--- src/rtl/rmst_pkg.sv ---
// Shared types and constants for the range-minimum segment tree.
package rmst_pkg;

    localparam int DEFAULT_LEAVES = 1024;

    localparam int FIRST_W   = 10;
    localparam int LAST_W    = 11;
    localparam int VALUE_W   = 64;
    localparam int S_TDATA_W = 88;
    localparam int M_TDATA_W = 64;

    // Item kinds carried on s_tuser.
    localparam logic ACT_UPDATE = 1'b0;
    localparam logic ACT_QUERY  = 1'b1;

    // Empty-node value and the largest signed value.
    localparam logic signed [VALUE_W-1:0] SENTINEL = 64'sd1000000000000000;
    localparam logic signed [VALUE_W-1:0] MAX_VALUE = 64'sh7FFF_FFFF_FFFF_FFFF;

    typedef struct packed {
        logic                      action;
        logic [FIRST_W-1:0]        first;
        logic [LAST_W-1:0]         last_excl;
        logic signed [VALUE_W-1:0] value;
    } rmst_item_t;

endpackage

--- src/rtl/rmst_walker.sv ---
// Tree walker: clearing pass, leaf update with ancestor refresh, range query.
module rmst_walker #(
    parameter int LEAVES = rmst_pkg::DEFAULT_LEAVES
) (
    input  logic                                aclk,
    input  logic                                aresetn,
    input  logic                                in_valid,
    output logic                                in_ready,
    input  rmst_pkg::rmst_item_t                item,
    output logic                                res_valid,
    output logic signed [rmst_pkg::VALUE_W-1:0] res_data,
    input  logic                                out_free,
    output logic                                mem_we,
    output logic [$clog2(LEAVES):0]             mem_waddr,
    output logic [rmst_pkg::VALUE_W-1:0]        mem_wdata,
    output logic [$clog2(LEAVES):0]             mem_raddr,
    input  logic [rmst_pkg::VALUE_W-1:0]        mem_rdata
);
    import rmst_pkg::*;

    localparam int LOG_L = $clog2(LEAVES);
    localparam int AW    = LOG_L + 1;
    localparam int NW    = LOG_L + 2;
    localparam int CW    = (NW > 12) ? NW : 12;

    localparam logic [2:0] ST_CLEAR = 3'd0;
    localparam logic [2:0] ST_IDLE  = 3'd1;
    localparam logic [2:0] ST_UPD   = 3'd2;
    localparam logic [2:0] ST_UPW   = 3'd3;
    localparam logic [2:0] ST_QWALK = 3'd4;
    localparam logic [2:0] ST_QLAST = 3'd5;
    localparam logic [2:0] ST_QOUT  = 3'd6;

    logic [2:0]                state_reg, state_next;
    logic [AW-1:0]             clr_reg, clr_next;
    logic [AW-1:0]             k_reg, k_next;
    logic signed [VALUE_W-1:0] cur_reg, cur_next;
    logic [NW-1:0]             l_reg, l_next;
    logic [NW-1:0]             r_reg, r_next;
    logic signed [VALUE_W-1:0] res_reg, res_next;
    logic                      pend_reg, pend_next;

    logic [CW-1:0]             lo_w, hi_w, lv_w, hi_c;
    logic                      q_empty, q_full, upd_ok;
    logic [CW-1:0]             l_sum, r_sum;
    logic signed [VALUE_W-1:0] rd_s, res_acc, upd_min;
    logic [AW-1:0]             parent;
    logic [NW-1:0]             r_dec;

    assign rd_s = mem_rdata;

    // Clamp the query range to the leaves that exist.
    always_comb begin
        lo_w    = CW'(item.first);
        hi_w    = CW'(item.last_excl);
        lv_w    = CW'(LEAVES);
        hi_c    = (hi_w > lv_w) ? lv_w : hi_w;
        q_empty = (lo_w >= hi_c);
        q_full  = (lo_w == '0) && (hi_w >= lv_w);
        upd_ok  = (lo_w < lv_w);
        l_sum   = lo_w + lv_w;
        r_sum   = hi_c + lv_w;
    end

    assign res_acc = (pend_reg && (rd_s < res_reg)) ? rd_s : res_reg;
    assign upd_min = (rd_s < cur_reg) ? rd_s : cur_reg;
    assign parent  = k_reg >> 1;
    assign r_dec   = r_reg - NW'(1);

    always_comb begin
        state_next = state_reg;
        clr_next   = clr_reg;
        k_next     = k_reg;
        cur_next   = cur_reg;
        l_next     = l_reg;
        r_next     = r_reg;
        res_next   = res_acc;
        pend_next  = 1'b0;
        in_ready   = 1'b0;
        res_valid  = 1'b0;
        mem_we     = 1'b0;
        mem_waddr  = '0;
        mem_wdata  = cur_reg;
        mem_raddr  = '0;
        unique case (state_reg)
            ST_CLEAR: begin
                mem_we    = 1'b1;
                mem_waddr = clr_reg;
                mem_wdata = SENTINEL;
                clr_next  = clr_reg + AW'(1);
                if (clr_reg == AW'(2 * LEAVES - 1)) begin
                    state_next = ST_IDLE;
                end
            end
            ST_IDLE: begin
                in_ready = 1'b1;
                if (in_valid) begin
                    if (item.action == ACT_QUERY) begin
                        state_next = ST_QWALK;
                        res_next   = q_full ? MAX_VALUE : SENTINEL;
                        if (q_empty) begin
                            l_next = '0;
                            r_next = '0;
                        end else begin
                            l_next = l_sum[NW-1:0];
                            r_next = r_sum[NW-1:0];
                        end
                    end else if (upd_ok) begin
                        state_next = ST_UPD;
                        k_next     = l_sum[AW-1:0];
                        cur_next   = item.value;
                    end
                end
            end
            ST_UPD: begin
                // write the leaf, fetch its sibling
                mem_we     = 1'b1;
                mem_waddr  = k_reg;
                mem_wdata  = cur_reg;
                mem_raddr  = k_reg ^ AW'(1);
                state_next = ST_UPW;
            end
            ST_UPW: begin
                // refresh the parent, fetch the parent's sibling
                mem_we    = 1'b1;
                mem_waddr = parent;
                mem_wdata = upd_min;
                mem_raddr = parent ^ AW'(1);
                cur_next  = upd_min;
                k_next    = parent;
                if (parent == AW'(1)) begin
                    state_next = ST_IDLE;
                end
            end
            ST_QWALK: begin
                if (l_reg >= r_reg) begin
                    state_next = ST_QLAST;
                end else if (l_reg[0]) begin
                    mem_raddr = l_reg[AW-1:0];
                    pend_next = 1'b1;
                    l_next    = l_reg + NW'(1);
                end else if (r_reg[0]) begin
                    mem_raddr = r_dec[AW-1:0];
                    pend_next = 1'b1;
                    l_next    = l_reg >> 1;
                    r_next    = r_dec >> 1;
                end else begin
                    l_next = l_reg >> 1;
                    r_next = r_reg >> 1;
                end
            end
            ST_QLAST: begin
                state_next = ST_QOUT;
            end
            ST_QOUT: begin
                res_valid = 1'b1;
                if (out_free) begin
                    state_next = ST_IDLE;
                end
            end
            default: begin
                state_next = ST_IDLE;
            end
        endcase
    end

    assign res_data = res_reg;

    always_ff @(posedge aclk) begin
        if (!aresetn) begin
            state_reg <= ST_CLEAR;
            clr_reg   <= '0;
            pend_reg  <= 1'b0;
        end else begin
            state_reg <= state_next;
            clr_reg   <= clr_next;
            pend_reg  <= pend_next;
        end
        k_reg   <= k_next;
        cur_reg <= cur_next;
        l_reg   <= l_next;
        r_reg   <= r_next;
        res_reg <= res_next;
    end

    a_walk_order: assert property (@(posedge aclk) disable iff (!aresetn)
        state_reg == ST_QWALK |-> l_reg <= r_reg)
        else $error("query bounds crossed");

    a_no_collide: assert property (@(posedge aclk) disable iff (!aresetn)
        (state_reg == ST_UPD || state_reg == ST_UPW) |-> mem_waddr != mem_raddr)
        else $error("read and write hit the same node");

    a_query_ro: assert property (@(posedge aclk) disable iff (!aresetn)
        (state_reg == ST_QWALK || state_reg == ST_QLAST || state_reg == ST_QOUT)
        |-> !mem_we)
        else $error("query wrote the tree");

    a_pend_src: assert property (@(posedge aclk) disable iff (!aresetn)
        pend_reg |-> $past(state_reg) == ST_QWALK)
        else $error("pending read without a walk step");

endmodule

--- config.mk ---
export PLATFORM = sky130hd
export DESIGN_NAME = rmst_walker
export DESIGN_NICKNAME = d
export VERILOG_FILES = /design/src/rtl/rmst_pkg.sv /design/src/rtl/rmst_walker.sv
export SDC_FILE = /design/constraint.sdc
export NUM_CORES = 1
export LEC_CHECK = 0
export ABC_AREA = 0
export BUFFER_PORTS_ARGS = -buffer_cell sky130_fd_sc_hd__buf_2
export CORE_UTILIZATION = 55
export DETAILED_ROUTE_END_ITERATION = 16
export MAX_ROUTING_LAYER = met4
export PLACE_DENSITY = 0.92
export RECOVER_POWER = 50
export SETUP_SLACK_MARGIN = 0.3
export SYNTH_ARGS = -nofsm -noshare
export SYNTH_HDL_FRONTEND = slang
export SYNTH_SLANG_ARGS = --single-unit
export TNS_END_PERCENT = 10
--- constraint.sdc ---
create_clock -name aclk -period 13 [get_ports aclk]
set_input_delay 2.6 -clock aclk [delete_from_list [all_inputs] [get_ports aclk]]
set_output_delay 2.6 -clock aclk [all_outputs]
set_load 0.02 [all_outputs]
==> impl_metrics.tcl <==
set metrics [dict create \
    status "finished, violations left" \
    violations "max-capacitance violations, max-slew violations" \
    rsz0062_at_grt "false" \
    fin_nets 2107 \
    final_area_um2 15400 \
    root_buffer "clkbuf_16" \
    remaining_drc_errors 0 \
    path_clk_slew_ns 0.08 \
    grt_util_all_layers 0.364 \
    numCtsBuffers 17 \
    cp_slowest_cell "buf_4" \
    cap_violations 3 \
    crit_path_start_kind "input port" \
    fmax_ghz 0.109 \
    fin_tns_setup_ns 0 \
    min_period_over_period 0.703 \
    wire_per_inst_um 21.0 \
    io_pins 307 \
    finalHoldWorstSlack_ns 0.489 \
    required_ns 10.40 \
    criticalPathCategory "in -> out" \
    dieArea_um2 24900 \
    clock_skew_ns 0.0180 \
    timing_hold_violations_final 0 \
    cts_tree "done" \
    die_w_um 158 \
    min_from "res_data[26]" \
    min_to "res_data[26]" \
    hp-class "reg -> reg" \
    clockBufferDepth 2 \
    grt_max_degree 80 \
    fp.dieH_um 158 \
    synth.avg_cell_area_um2 8.47 \
    layout.cells.most_common "buf_2" \
    tightest_slew_ns 4.57 \
    antenna_found_initial 8 \
    r2r_end "cur_reg[35]" \
    synth-seq-cells 178 \
    slew-limit-headroom -2.05 \
    finalSetupViolCount 0 \
    seq_area_frac_synth 0.342 \
    slew_viol_final 160 \
    p_leak_uw 0.00646 \
    reg2reg_from "state_reg[1]" \
    p_per_area_nw_per_um2 153 \
    rows 56 \
    post_cts_buffers 0 \
    routed_wl_um 44900 \
    grt_pass1_wl_um 68000 \
    ant_nets 0 \
    async_flop_share 0 \
    yosysWarningCount 0 \
    cts_max_level 4 \
    multiInputGateArea_um2 7780 \
    clkSinkCount 178 \
    areaGrowthSynthToFinish_pct 15.7 \
    first_pass_iters 6 \
    core-area_um2 23600 \
    clk_latency_ns 0.44 \
    synth_edf_count 99 \
    vias 13942 \
    hold_buffers 0 \
    path_max_fanout 65 \
    place_area_um2 15000 \
    drt_iter0_drc 1907 \
    grt_overflow_total 0 \
    drive_gt1_frac 0.162 \
    whs_path_depth 2 \
    syn-cell-area_um2 13300 \
    irDropWorstVdd_mv 0.108 \
    postSynthCellCount 1574 \
    start_util 0.565 \
    max_stage_delay_ns 0.63 \
    path_cells "buf_2 -> ha_1 -> a2111oi_0 -> o221ai_1 -> o211ai_1 -> nand3_1 -> o21ai_1 -> o221a_2 -> buf_4 -> nand2_2 -> buf_4 -> o32ai_1 -> buf_2" \
    fin_crit_ns 9.14 \
    r2r_slack_ns 4.02 \
    place.gp.congestion 0.943 \
    dp_hpwl_um 31300 \
    nFillCells 2024 \
    ctsResizeCount 0 \
    cp-end-kind "output pin" \
    ys_types 61 \
    layout_common_cells "buf_2 (228), nand2_1 (185), ha_1 (150), inv_1 (148), a21oi_1 (148)" \
    seqCellArea_um2 4550 \
    ff2ff_path_depth 6 \
    grt_pass1_vias 12660 \
    ys.flop_type "edfxtp_1" \
    syn_nets 1878 \
    viasPerCell 6.51 \
    numPortBuffers 306 \
    worstPathArrival_ns 6.54 \
]
per-stage QoR:
| step | util | worst slack (ns) | total power, uW | cells |
|---|---|---|---|---|
| global route | 0.653 | 3.52 | 2500 | 2143 |
| global placement | 0.634 | 4.11 | 1840 | 2103 |
| floorplan | - | 5.39 | 1510 | 1574 |
| detailed placement | 0.634 | 4.01 | 1880 | 2103 |
| CTS | 0.657 | 4.01 | 2370 | 2135 |
| finish | 0.653 | 3.86 | 2370 | 2143 |
worst max path at each step:
stage                     depth (start not counted)  slack, ns       endpoint     startpoint
after floorplan                                  11       5.39  mem_wdata[10]  mem_rdata[23]
after global placement                           13       4.11  mem_wdata[51]  mem_rdata[23]
after detailed placement                         13       4.01  mem_wdata[51]  mem_rdata[23]
after CTS                                        13       4.01  mem_wdata[51]  mem_rdata[23]
after global routing                              6       3.52    cur_reg[22]   state_reg[1]
final                                            13       3.86  mem_wdata[51]  mem_rdata[23]
synthesized netlist by cell type (all sizes together), types with 5 or more instances:
cell type	instances	area [um^2]
nand2	186	698
a21oi	159	833
ha	150	1880
inv	149	559
o21ai	109	546
edfxtp	99	2970
dfxtp	79	1580
clkbuf	78	293
a211oi	75	563
nor2	67	268
a221o	64	641
o32ai	43	377
nand3	40	200
buf	37	204
o22ai	23	144
nor3	20	100
nand4	18	113
o211ai	14	105
a31oi	13	81.3
a22o	12	105
or3	10	62.6
a21boi	9	67.6
and2	9	56.3
and3	9	56.3
nand2b	9	56.3
nor2b	8	50.1
xnor2	8	70.1
a22oi	7	52.6
mux2i	6	60.1
nor4	6	52.6
o21a	6	45.0
and4	5	43.8
xor2	5	43.8
worst max-delay path, delay by kind of cell:
family	cells	cell delay [ns]
simple gates	2	0.50
compound gates	6	1.64
buf+inv	4	1.45
fa+ha+maj	1	0.33
logic make-up after synthesis:
| group | after synthesis | share of synthesized area |
|---|---|---|
| flip-flops | 178 | 0.342 |
| AO/OA/AOI/OAI | 565 | 0.288 |
| buffers and inverters | 265 | 0.0795 |
| XOR/XNOR | 13 | 0.00854 |
| AND/OR/NAND/NOR | 397 | 0.137 |
| multiplexers | 6 | 0.00451 |
| adder cells (fa/ha/maj) | 150 | 0.141 |
per-layer routing:
layer	up-vias	global-route usage	routed length, um
met3	127	0.0580	4800
met2	914	0.563	20700
met4	0	0.162	1570
met5	-	-	0
li1	6364	-	-
met1	6537	0.469	17900
area by class of cell:
| cell class | count | share of cell area |
|---|---|---|
| Multi-Input combinational cell | 1131 | 0.504 |
| Clock inverter | 11 | 0.00479 |
| Sequential cell | 178 | 0.295 |
| Clock buffer | 21 | 0.0306 |
| Inverter | 150 | 0.0366 |
| Antenna cell | 8 | 0.00130 |
| Tap cell | 319 | 0.0259 |
| Timing Repair Buffer | 325 | 0.101 |
power by group:
group	switching, uW	total [uW]	internal, uW
sequential	110	843	733
clock	237	499	262
combinational	674	1020	349
total	1020	2370	1340
Note: power is estimated with default switching activity, not from simulation.
